===== config.mk =====
export PLATFORM = sky130hd
export DESIGN_NAME = gyro_bias_tracking_heading_integrator_unit_flat
export DESIGN_NICKNAME = d
export VERILOG_FILES = /design/src/design/gbhi_pkg.sv /design/src/design/gbhi_sample_if.sv /design/src/design/gbhi_result_if.sv /design/src/design/gbhi_cfg_if.sv /design/src/design/gbhi_window.sv /design/src/design/gyro_bias_tracking_heading_integrator_unit.sv /design/src/flat_wrapper.sv
export VERILOG_INCLUDE_DIRS = /design/src /design/src/design
export SDC_FILE = /design/constraint.sdc
export NUM_CORES = 2
export LEC_CHECK = 0
export ABC_AREA = 1
export BUFFER_PORTS_ARGS = -buffer_cell sky130_fd_sc_hd__buf_2
export CORE_MARGIN = 2
export CORE_UTILIZATION = 64
export CTS_CLUSTER_SIZE = 40
export DETAILED_ROUTE_END_ITERATION = 12
export PLACE_DENSITY = 0.81
export SYNTH_ARGS = -nofsm -noshare
export SYNTH_HDL_FRONTEND = slang
export SYNTH_SLANG_ARGS = --single-unit

===== constraint.sdc =====
create_clock -name clk -period 8.4 [get_ports clk]
set_clock_uncertainty 0.1 [all_clocks]
set_input_delay 1.68 -clock clk [delete_from_list [all_inputs] [get_ports clk]]
set_output_delay 1.68 -clock clk [all_outputs]
set_load 0.05 [all_outputs]

===== src/design/gyro_bias_tracking_heading_integrator_unit_defines.svh =====
// ---------------------------------------------------------------------------
// Gyro bias tracking heading integrator: assertion macros
// Shared concurrent assertion forms, clocked on clk and disabled in reset.
// ---------------------------------------------------------------------------
`ifndef GYRO_BIAS_TRACKING_HEADING_INTEGRATOR_UNIT_DEFINES_SVH
`define GYRO_BIAS_TRACKING_HEADING_INTEGRATOR_UNIT_DEFINES_SVH

// Check a consequence in the same cycle as its antecedent
`define GBHI_ASSERT_NOW(lbl, ante, cons, msg) \
	lbl: assert property (@(posedge clk) disable iff (!arst_n) (ante) |-> (cons)) \
		else $error(msg);

// Check a consequence in the cycle after its antecedent
`define GBHI_ASSERT_NEXT(lbl, ante, cons, msg) \
	lbl: assert property (@(posedge clk) disable iff (!arst_n) (ante) |=> (cons)) \
		else $error(msg);

`endif


===== src/design/gbhi_pkg.sv =====
// ---------------------------------------------------------------------------
// Gyro bias tracking heading integrator: shared package
// Field widths, register reset values, limits, register codes and the
// control bundle between the top level and the window store.
// ---------------------------------------------------------------------------
package gbhi_pkg;

	// Field widths
	localparam int RATE_W     = 16;
	localparam int THR_W      = 15;
	localparam int PER_W      = 16;
	localparam int HEAD_W     = 64;
	localparam int BIAS_W     = 21;
	localparam int CORR_W     = 22;
	localparam int CFG_IDX_W  = 1;
	localparam int CFG_DATA_W = 16;

	// Structure
	localparam int WINDOW_DEPTH_DEF = 32;
	localparam int PIPE_STAGES      = 7;
	localparam int FRAC_SHIFT       = 5;     // Q8.8 to Q8.13
	localparam int RATE_MAG_MAX     = 32767; // largest positive 16-bit rate

	// Register reset values
	localparam logic [THR_W-1:0] THR_RESET = 15'd256;
	localparam logic [PER_W-1:0] PER_RESET = 16'd655;

	// Saturation limits
	localparam int BIAS_MAX = 1048575;
	localparam int BIAS_MIN = -1048576;
	localparam int CORR_MAX = 2097151;
	localparam int CORR_MIN = -2097152;
	localparam int BIAS_LIM = RATE_MAG_MAX * (1 << FRAC_SHIFT);

	// Configuration register indexes
	typedef enum logic [CFG_IDX_W-1:0] {
		REG_IDLE_THRESHOLD,
		REG_SAMPLE_PERIOD
	} cfg_reg_t;

	// Control from the pipeline to the window store
	typedef struct packed {
		logic acc;     // sample transaction this cycle
		logic upd;     // accepted sample enters the window
		logic upd_s1;  // sample in stage 1 entered the window
		logic ld_s2;   // stage 1 moves into stage 2
	} win_ctrl_t;

endpackage


===== src/design/gbhi_sample_if.sv =====
// ---------------------------------------------------------------------------
// Gyro bias tracking heading integrator: sample channel
// One raw angular rate sample per transaction.
// ---------------------------------------------------------------------------
interface gbhi_sample_if;
	import gbhi_pkg::*;

	logic                     valid;
	logic                     ready;
	logic signed [RATE_W-1:0] angular_rate;

	modport source (output valid, output angular_rate, input ready);
	modport sink (input valid, input angular_rate, output ready);
endinterface


===== src/design/gbhi_result_if.sv =====
// ---------------------------------------------------------------------------
// Gyro bias tracking heading integrator: result channel
// Heading, bias, corrected rate and window update flag per transaction.
// ---------------------------------------------------------------------------
interface gbhi_result_if;
	import gbhi_pkg::*;

	logic                     valid;
	logic                     ready;
	logic signed [HEAD_W-1:0] heading;
	logic signed [BIAS_W-1:0] bias;
	logic signed [CORR_W-1:0] corrected_rate;
	logic                     bias_updated;

	modport source (output valid, output heading, output bias, output corrected_rate,
		output bias_updated, input ready);
	modport sink (input valid, input heading, input bias, input corrected_rate,
		input bias_updated, output ready);
endinterface


===== src/design/gbhi_cfg_if.sv =====
// ---------------------------------------------------------------------------
// Gyro bias tracking heading integrator: configuration write channel
// One register write per transaction: register index and write data.
// ---------------------------------------------------------------------------
interface gbhi_cfg_if;
	import gbhi_pkg::*;

	logic                  valid;
	logic                  ready;
	logic [CFG_IDX_W-1:0]  index;
	logic [CFG_DATA_W-1:0] data;

	modport source (output valid, output index, output data, input ready);
	modport sink (input valid, input index, input data, output ready);
endinterface


===== src/design/gbhi_window.sv =====
// ---------------------------------------------------------------------------
// Gyro bias tracking heading integrator: bias window store
// Ring of still samples in a synchronous RAM with per-entry valid bits,
// write pointer and running window sum. The old entry is read and the new
// one written in the same cycle; the sum updates on the move to stage 2.
// ---------------------------------------------------------------------------
`include "gyro_bias_tracking_heading_integrator_unit_defines.svh"

module gbhi_window #(
	parameter int WINDOW_DEPTH = gbhi_pkg::WINDOW_DEPTH_DEF
) (
	input  logic                                                   clk,
	input  logic                                                   arst_n,
	input  gbhi_pkg::win_ctrl_t                                    ctrl,
	input  logic signed [gbhi_pkg::RATE_W-1:0]                     rate,
	input  logic signed [gbhi_pkg::RATE_W-1:0]                     rate_s1,
	output logic signed [gbhi_pkg::RATE_W+$clog2(WINDOW_DEPTH)-1:0] sum
);
	import gbhi_pkg::*;

	localparam int AW = $clog2(WINDOW_DEPTH);
	localparam int SW = RATE_W + AW;
	localparam logic [AW-1:0]        WP_LAST = AW'(WINDOW_DEPTH - 1);
	localparam logic signed [SW-1:0] SUM_LIM = SW'(WINDOW_DEPTH * RATE_MAG_MAX);

	logic [RATE_W-1:0]        mem [WINDOW_DEPTH];
	logic [WINDOW_DEPTH-1:0]  vld_q;
	logic [AW-1:0]            wp_q;
	logic [RATE_W-1:0]        rd_s1;
	logic                     rd_vld_s1;
	logic signed [RATE_W-1:0] old_s1;
	logic signed [SW-1:0]     sum_q;

	// Read the oldest entry and overwrite it in the same cycle
	always_ff @(posedge clk) begin
		if (ctrl.acc) begin
			rd_s1 <= mem[wp_q];
			if (ctrl.upd) begin
				mem[wp_q] <= $unsigned(rate);
			end
		end
	end

	// Entries never written read as zero
	assign old_s1 = rd_vld_s1 ? $signed(rd_s1) : '0;

	// Advance the pointer, mark entries and update the running sum
	always_ff @(posedge clk or negedge arst_n) begin
		if (!arst_n) begin
			vld_q     <= '0;
			wp_q      <= '0;
			rd_vld_s1 <= 1'b0;
			sum_q     <= '0;
		end else begin
			if (ctrl.acc) begin
				rd_vld_s1 <= vld_q[wp_q];
				if (ctrl.upd) begin
					vld_q[wp_q] <= 1'b1;
					wp_q        <= (wp_q == WP_LAST) ? '0 : wp_q + 1'b1;
				end
			end
			if (ctrl.ld_s2 && ctrl.upd_s1) begin
				sum_q <= sum_q - SW'(old_s1) + SW'(rate_s1);
			end
		end
	end

	assign sum = sum_q;

	`GBHI_ASSERT_NOW(a_sum_range, 1'b1, (sum_q <= SUM_LIM) && (sum_q >= -SUM_LIM), "window sum out of range")
	`GBHI_ASSERT_NEXT(a_sum_hold, ctrl.ld_s2 && !ctrl.upd_s1, $stable(sum_q), "sum moved without update")
	`GBHI_ASSERT_NOW(a_vld_grow, 1'b1, (vld_q & $past(vld_q)) == $past(vld_q), "window entry lost valid")
	`GBHI_ASSERT_NOW(a_wp_range, 1'b1, 32'(wp_q) < WINDOW_DEPTH, "write pointer past window")

endmodule


===== src/design/gyro_bias_tracking_heading_integrator_unit.sv =====
// Pipeline: 7 register stages from sample transaction to result. Throughput: one sample
// per cycle unless the result side stalls; the window RAM does its read and write
// in the accept cycle, the sum and the heading each close their loop in one register.
// Backpressure on the result fills empty stages first, then holds the sample side.
// Reset: window valid bits, pointer, sum and heading clear at once, no clearing pass;
// idle threshold returns to 256 and sample period to 655.
// ---------------------------------------------------------------------------
// Gyro bias tracking heading integrator
// Tracks gyro bias over a window of still samples, removes it from each rate
// sample and integrates the corrected rate into a saturating heading.
// ---------------------------------------------------------------------------
`include "gyro_bias_tracking_heading_integrator_unit_defines.svh"

module gyro_bias_tracking_heading_integrator_unit #(
	parameter int WINDOW_DEPTH = gbhi_pkg::WINDOW_DEPTH_DEF
) (
	input logic           clk,
	input logic           arst_n,
	gbhi_cfg_if.sink      cfg,
	gbhi_sample_if.sink   sample,
	gbhi_result_if.source result
);
	import gbhi_pkg::*;

	localparam int AW    = $clog2(WINDOW_DEPTH);
	localparam int SW    = RATE_W + AW;
	localparam int MW    = SW - 1 + FRAC_SHIFT;
	localparam int INC_W = CORR_W + PER_W;
	localparam logic [MW-1:0] RECIP   = MW'((64'd1 << MW) / 64'(WINDOW_DEPTH));
	localparam logic [MW-1:0] DEPTH_M = MW'(WINDOW_DEPTH);
	localparam logic signed [MW:0]     BIAS_HI = (MW+1)'(BIAS_MAX);
	localparam logic signed [MW:0]     BIAS_LO = (MW+1)'(BIAS_MIN);
	localparam logic signed [CORR_W:0] CORR_HI = (CORR_W+1)'(CORR_MAX);
	localparam logic signed [CORR_W:0] CORR_LO = (CORR_W+1)'(CORR_MIN);
	localparam logic signed [BIAS_W-1:0] BIAS_BND = BIAS_W'(BIAS_LIM);
	localparam logic signed [HEAD_W-1:0] HEAD_MAX = {1'b0, {(HEAD_W-1){1'b1}}};
	localparam logic signed [HEAD_W-1:0] HEAD_MIN = {1'b1, {(HEAD_W-1){1'b0}}};

	// Configuration registers
	logic [THR_W-1:0] thr_q;
	logic [PER_W-1:0] per_q;

	// Stage handshake
	logic [PIPE_STAGES:1] vld_q;
	logic [PIPE_STAGES:1] rdy;
	logic [PIPE_STAGES:1] up_v;
	logic [PIPE_STAGES:1] ld;

	// Stage payload
	logic [RATE_W-1:0]        rate_mag;
	logic                     upd_in;
	win_ctrl_t                win_ctrl;
	logic signed [SW-1:0]     sum_w;
	logic [SW-1:0]            sum_abs;
	logic [MW-1:0]            mag_in;
	logic [2*MW-1:0]          recip_prod;
	logic [MW-1:0]            q0_mul;
	logic [MW-1:0]            rem;
	logic [MW-1:0]            q_fix;
	logic signed [MW:0]       bias_full;
	logic signed [CORR_W:0]   corr_full;
	logic signed [INC_W:0]    inc_full;
	logic signed [HEAD_W:0]   head_sum;

	logic signed [RATE_W-1:0] rate_s1, rate_s2, rate_s3, rate_s4;
	logic                     upd_s1, upd_s2, upd_s3, upd_s4, upd_s5, upd_s6, upd_s7;
	logic [MW-1:0]            mag_s3, q0_s3;
	logic                     neg_s3;
	logic signed [BIAS_W-1:0] bias_s4, bias_s5, bias_s6, bias_s7;
	logic signed [CORR_W-1:0] corr_s5, corr_s6, corr_s7;
	logic signed [INC_W-1:0]  inc_s6;
	logic signed [HEAD_W-1:0] heading_q;

	// Take configuration writes in any cycle
	assign cfg.ready = 1'b1;

	always_ff @(posedge clk or negedge arst_n) begin
		if (!arst_n) begin
			thr_q <= THR_RESET;
			per_q <= PER_RESET;
		end else if (cfg.valid) begin
			case (cfg_reg_t'(cfg.index))
				REG_IDLE_THRESHOLD: thr_q <= cfg.data[THR_W-1:0];
				REG_SAMPLE_PERIOD:  per_q <= cfg.data[PER_W-1:0];
				default: ;
			endcase
		end
	end

	// A stage takes new data when it is empty or drains this cycle
	always_comb begin
		rdy[PIPE_STAGES] = !vld_q[PIPE_STAGES] || result.ready;
		for (int k = PIPE_STAGES - 1; k >= 1; k--) begin
			rdy[k] = !vld_q[k] || rdy[k+1];
		end
	end

	assign up_v         = {vld_q[PIPE_STAGES-1:1], sample.valid};
	assign ld           = rdy & up_v;
	assign sample.ready = rdy[1];
	assign result.valid = vld_q[PIPE_STAGES];

	// Gate still samples into the window
	assign rate_mag = sample.angular_rate[RATE_W-1] ? RATE_W'(-sample.angular_rate)
	                                                : $unsigned(sample.angular_rate);
	assign upd_in   = rate_mag < RATE_W'(thr_q);

	assign win_ctrl = '{acc: ld[1], upd: upd_in, upd_s1: upd_s1, ld_s2: ld[2]};

	gbhi_window #(
		.WINDOW_DEPTH(WINDOW_DEPTH)
	) u_window (
		.clk     (clk),
		.arst_n  (arst_n),
		.ctrl    (win_ctrl),
		.rate    (sample.angular_rate),
		.rate_s1 (rate_s1),
		.sum     (sum_w)
	);

	// Mean: magnitude of sum times 32, times reciprocal of the depth
	assign sum_abs    = sum_w[SW-1] ? SW'(-sum_w) : $unsigned(sum_w);
	assign mag_in     = {sum_abs[SW-2:0], {FRAC_SHIFT{1'b0}}};
	assign recip_prod = (2*MW)'(mag_in) * (2*MW)'(RECIP);

	// Correct the quotient estimate by one, restore the sign, clamp
	assign q0_mul = q0_s3 * DEPTH_M;
	assign rem    = mag_s3 - q0_mul;
	assign q_fix  = q0_s3 + MW'(rem >= DEPTH_M);
	assign bias_full = neg_s3 ? -$signed({1'b0, q_fix}) : $signed({1'b0, q_fix});

	// Remove the bias from the sample in Q8.13
	assign corr_full = ((CORR_W+1)'(rate_s4) <<< FRAC_SHIFT) - (CORR_W+1)'(bias_s4);

	// Heading increment and saturating accumulate
	assign inc_full = $signed(corr_s5) * $signed({1'b0, per_q});
	assign head_sum = (HEAD_W+1)'(heading_q) + (HEAD_W+1)'(inc_s6);

	// Advance stage valid bits and the heading state
	always_ff @(posedge clk or negedge arst_n) begin
		if (!arst_n) begin
			vld_q     <= '0;
			heading_q <= '0;
		end else begin
			vld_q <= (vld_q & ~rdy) | ld;
			if (ld[7]) begin
				if (head_sum[HEAD_W] != head_sum[HEAD_W-1]) begin
					heading_q <= head_sum[HEAD_W] ? HEAD_MIN : HEAD_MAX;
				end else begin
					heading_q <= head_sum[HEAD_W-1:0];
				end
			end
		end
	end

	// Stage payload registers
	always_ff @(posedge clk) begin
		if (ld[1]) begin
			rate_s1 <= sample.angular_rate;
			upd_s1  <= upd_in;
		end
		if (ld[2]) begin
			rate_s2 <= rate_s1;
			upd_s2  <= upd_s1;
		end
		if (ld[3]) begin
			mag_s3  <= mag_in;
			q0_s3   <= recip_prod[2*MW-1:MW];
			neg_s3  <= sum_w[SW-1];
			rate_s3 <= rate_s2;
			upd_s3  <= upd_s2;
		end
		if (ld[4]) begin
			if (bias_full > BIAS_HI) begin
				bias_s4 <= BIAS_W'(BIAS_MAX);
			end else if (bias_full < BIAS_LO) begin
				bias_s4 <= BIAS_W'(BIAS_MIN);
			end else begin
				bias_s4 <= bias_full[BIAS_W-1:0];
			end
			rate_s4 <= rate_s3;
			upd_s4  <= upd_s3;
		end
		if (ld[5]) begin
			if (corr_full > CORR_HI) begin
				corr_s5 <= CORR_W'(CORR_MAX);
			end else if (corr_full < CORR_LO) begin
				corr_s5 <= CORR_W'(CORR_MIN);
			end else begin
				corr_s5 <= corr_full[CORR_W-1:0];
			end
			bias_s5 <= bias_s4;
			upd_s5  <= upd_s4;
		end
		if (ld[6]) begin
			inc_s6  <= inc_full[INC_W-1:0];
			corr_s6 <= corr_s5;
			bias_s6 <= bias_s5;
			upd_s6  <= upd_s5;
		end
		if (ld[7]) begin
			corr_s7 <= corr_s6;
			bias_s7 <= bias_s6;
			upd_s7  <= upd_s6;
		end
	end

	// Drive the result transaction
	assign result.heading        = heading_q;
	assign result.bias           = bias_s7;
	assign result.corrected_rate = corr_s7;
	assign result.bias_updated   = upd_s7;

	`GBHI_ASSERT_NOW(a_no_stall, result.ready, sample.ready, "sample side stalled without backpressure")
	`GBHI_ASSERT_NEXT(a_head_mono, ld[7] && !inc_s6[INC_W-1], heading_q >= $past(heading_q), "heading fell on non-negative step")
	`GBHI_ASSERT_NOW(a_bias_range, vld_q[4], (bias_s4 <= BIAS_BND) && (bias_s4 >= -BIAS_BND), "bias beyond sample range")

endmodule


===== src/flat_wrapper.sv =====
// flat-port wrapper written by rule: the top's interface ports become plain ports
module gyro_bias_tracking_heading_integrator_unit_flat import gbhi_pkg::*;
#(
	parameter int WINDOW_DEPTH = gbhi_pkg::WINDOW_DEPTH_DEF
)
  (clk, arst_n, cfg_valid, cfg_index, cfg_data, cfg_ready, sample_valid, sample_angular_rate, sample_ready, result_valid, result_heading, result_bias, result_corrected_rate, result_bias_updated, result_ready);
  gbhi_cfg_if cfg_i ();
  gbhi_sample_if sample_i ();
  gbhi_result_if result_i ();
  input logic clk;
  input logic arst_n;
  input wire logic [$bits(cfg_i.valid)-1:0] cfg_valid;
  input wire logic [$bits(cfg_i.index)-1:0] cfg_index;
  input wire logic [$bits(cfg_i.data)-1:0] cfg_data;
  output wire logic [$bits(cfg_i.ready)-1:0] cfg_ready;
  input wire logic [$bits(sample_i.valid)-1:0] sample_valid;
  input wire logic [$bits(sample_i.angular_rate)-1:0] sample_angular_rate;
  output wire logic [$bits(sample_i.ready)-1:0] sample_ready;
  output wire logic [$bits(result_i.valid)-1:0] result_valid;
  output wire logic [$bits(result_i.heading)-1:0] result_heading;
  output wire logic [$bits(result_i.bias)-1:0] result_bias;
  output wire logic [$bits(result_i.corrected_rate)-1:0] result_corrected_rate;
  output wire logic [$bits(result_i.bias_updated)-1:0] result_bias_updated;
  input wire logic [$bits(result_i.ready)-1:0] result_ready;
  assign cfg_i.valid = cfg_valid;
  assign cfg_i.index = cfg_index;
  assign cfg_i.data = cfg_data;
  assign cfg_ready = cfg_i.ready;
  assign sample_i.valid = sample_valid;
  assign sample_i.angular_rate = sample_angular_rate;
  assign sample_ready = sample_i.ready;
  assign result_valid = result_i.valid;
  assign result_heading = result_i.heading;
  assign result_bias = result_i.bias;
  assign result_corrected_rate = result_i.corrected_rate;
  assign result_bias_updated = result_i.bias_updated;
  assign result_i.ready = result_ready;
  gyro_bias_tracking_heading_integrator_unit #(.WINDOW_DEPTH(WINDOW_DEPTH)) u_core (.clk(clk), .arst_n(arst_n), .cfg(cfg_i), .sample(sample_i), .result(result_i));
endmodule

==> results.ini <==
[run_status]
outcome=complete, no violations

[finish]
finalNetCount=6669
area.sequential_mm2=0.02831
syn2layout_area_growth_pct=8.550
fillCellCount=6546
multi_input_area_mm2=0.02492
drive_gt1_frac=0.06751

[route]
drc=0
wl_per_cell_um=20.75
via_per_inst=5.791
drt-total-wl_mm=151.7
drt_first_pass_iters=6
drt_iter0_drc=4285
vias=42330
final_antenna_net_count=0

[hold_path]
min_path_type=reg2reg

[global_routing]
grt_overflow=0
antenna_found_initial=2
grt_pass1_wl_mm=236.2
grt_pass1_vias=42620
grt_max_degree=132
grt.total_usage=0.3305

[worst_setup_path]
cp.required_ns=8.71
slowest_stage=dfrtp_1
slowest_delay_ns=0.90
crit_path_start_kind=register
crit_fanout=23
arrival_ns=7.05
cpMostUsedCell=fa_1
worstPathCellList=nand2_1 > fa_1 > inv_1 > fa_1 > inv_1 > fa_1 > fa_1 > fa_1 > fa_1 > inv_1 > ha_1 > a21oi_1 > o21ai_0 > a221oi_1 > nand2_1 > nand2_1 > nand2_1
crit_type=reg2reg
crit_path_end_kind=register
r2r_slack_ns=1.66

[synth]
synth_edf_count=808
synth_area_mm2=0.05807
ys_seq_area_frac=0.4874
synthFlopType=edfxtp_1
ys_types=52
syn_avg_cell_area_um2=9.732
synth_warnings=0
synth_nets=6588
async_flop_share=0.1662
ys_seq_elements=969
synth_cells=5967

[floorplan]
initial_core_util=0.6451
io_pins=149
die_h_um=305.2
die_area_mm2=0.09316
num_rows=110
dieWidth_um=305.2
core_mm2=0.09001

[sta]
worst_hold_slack_ns=0.3024
final-setup-viol-count=0
min_period_ns=6.738
period_share=0.8021
tightest_slew_ns=1.206
drv_slew=0
clock.fmax_mhz=148.4
hold_viol_final=0
slew_headroom=0.1959
final.setup.tns_ns=0
rsz0062_at_grt=no

[clock_tree]
post_cts_resized=0
clk_pin_slew_ns=0.06
post_cts_buffers=0
htreeDepth=3
cts_buffers=97
hold_buffers=0
cts_buffer_depth=3
clock_latency_ns=0.69
cts_root_buf=clkbuf_16
cts_sinks=969
cts_tree=done

[placed_design]
globalplace.congestion=0.9795
portBuffers=147
dpl.hpwl_mm=106.0

[job]
cap_violations=0

-- path summary, 6_finish.rpt --
| path | to | startpoint | cells after the start |
|---|---|---|---|
| max | u_core.inc_s6[36] | u_core.per_q[4] | 17 |
| max reg2reg | u_core.inc_s6[36] | u_core.per_q[4] | 17 |
| min | u_core.result.corrected_rate[17] | u_core.corr_s6[17] | 0 |
| max in group asynchronous | u_core.u_window.wp_q[1] | arst_n | 2 |
| min reg2reg | u_core.result.corrected_rate[17] | u_core.corr_s6[17] | 0 |
| min in group asynchronous | u_core.per_q[11] | arst_n | 1 |
-- metrics by stage --
step                      cells  instance area, um2    util  setup slack (ns)
final                      7309               63040  0.7003             1.662
after CTS                  7308               63030  0.7003             1.601
after detailed placement   7125               59890  0.6654             1.589
after global routing       7308               63030  0.7003             1.139
after floorplan            5967               58070       -             2.204
after global placement     7125               59890  0.6654             1.730
-- state kept, by name, summed over array words and instances, names as in the netlist, 22 cells and up, named ones only --
signal                        count
u_core.result.heading            64
u_core.corr_s6                   22
u_core.u_window.vld_q            32
u_core.u_window.mem             512
u_core.corr_s5                   22
u_core.result.corrected_rate     22
u_core.inc_s6                    38
-- critical path: cells and delay by family (launching register included) --
family	cells	cell delay (ns)
buffers and inverters	3	0.36
DFF	1	0.90
and+or+nand+nor	4	0.38
AOI/OAI and AO/OA	3	0.72
adders and majority gates	7	4.02
-- cell type report --
cell class	instances	area share
flip-flops and latches	969	0.4491
multi-input cells	3717	0.3953
inverters	1048	0.06252
clock buffers	129	0.04206
well taps	1176	0.02334
repair buffers	215	0.01987
clock inverters	54	0.007781
diodes	1	0.00003970
-- logic make-up (layout without fill, tap and decap cells) --
logic type               after synthesis  in the layout  share of synthesized area
AO/OA/AOI/OAI                        945            945                    0.09340
XOR/XNOR                             157            157                    0.02368
adder cells (fa/ha/maj)              583            583                     0.1728
buffers and inverters               1281           1446                    0.08474
flip-flops                           969            969                     0.4874
multiplexers                           1              1                  0.0001939
other                                  1              2                 0.00006458
AND/OR/NAND/NOR                     2030           2030                     0.1378
-- Yosys cell counts (all sizes together), types with 6 or more instances --
cell | number | area share
buf | 36 | 0.0042
dfrtp | 154 | 0.066
clkbuf | 197 | 0.013
fa | 365 | 0.13
dfstp | 7 | 0.0032
a221oi | 34 | 0.0051
a21oi | 237 | 0.021
a31oi | 7 | 0.00075
o211ai | 7 | 0.00090
a22o | 22 | 0.0033
nand3 | 109 | 0.0094
xor2 | 111 | 0.017
nor3 | 45 | 0.0041
a21o | 14 | 0.0018
o21ai | 412 | 0.036
xnor2 | 46 | 0.0069
ha | 218 | 0.047
nor4 | 11 | 0.0012
a211oi | 6 | 0.00078
edfxtp | 808 | 0.42
nor2 | 571 | 0.037
inv | 1047 | 0.068
o21bai | 61 | 0.0079
or2 | 8 | 0.00086
nand4 | 24 | 0.0026
nand2 | 1253 | 0.081
o22ai | 129 | 0.014
-- cell usage in the layout, fill, tap and decap left out, types with 9 or more instances in the layout --
| master | instances |
|---|---|
| a21o_1 | 14 |
| o21ai_0 | 406 |
| edfxtp_1 | 808 |
| fa_1 | 365 |
| xor2_1 | 111 |
| clkinv_1 | 19 |
| ha_1 | 218 |
| clkbuf_1 | 25 |
| nor2_1 | 563 |
| clkbuf_16 | 100 |
| nand3_1 | 109 |
| buf_4 | 68 |
| o21bai_1 | 61 |
| clkinv_2 | 19 |
| nand2_1 | 1244 |
| a21oi_2 | 10 |
| nor4_1 | 11 |
| a221oi_1 | 34 |
| xnor2_1 | 46 |
| nand4_1 | 24 |
| dfrtp_1 | 152 |
| a22o_1 | 22 |
| nor3_1 | 36 |
| buf_2 | 146 |
| nand2_2 | 9 |
| a21oi_1 | 225 |
| o22ai_1 | 129 |
| inv_1 | 1042 |
-- layer usage --
metal	global-route usage	vias to the layer above	part of all wire
li1	-	19440	-
met1	0.4057	20420	0.37
met2	0.5683	2045	0.49
met3	0.04430	421	0.078
met4	0.1846	0	0.061
met5	0	-	0
Power is not shown: default switching activity piles up to over one toggle a cycle in this logic, so the estimate is an artifact.
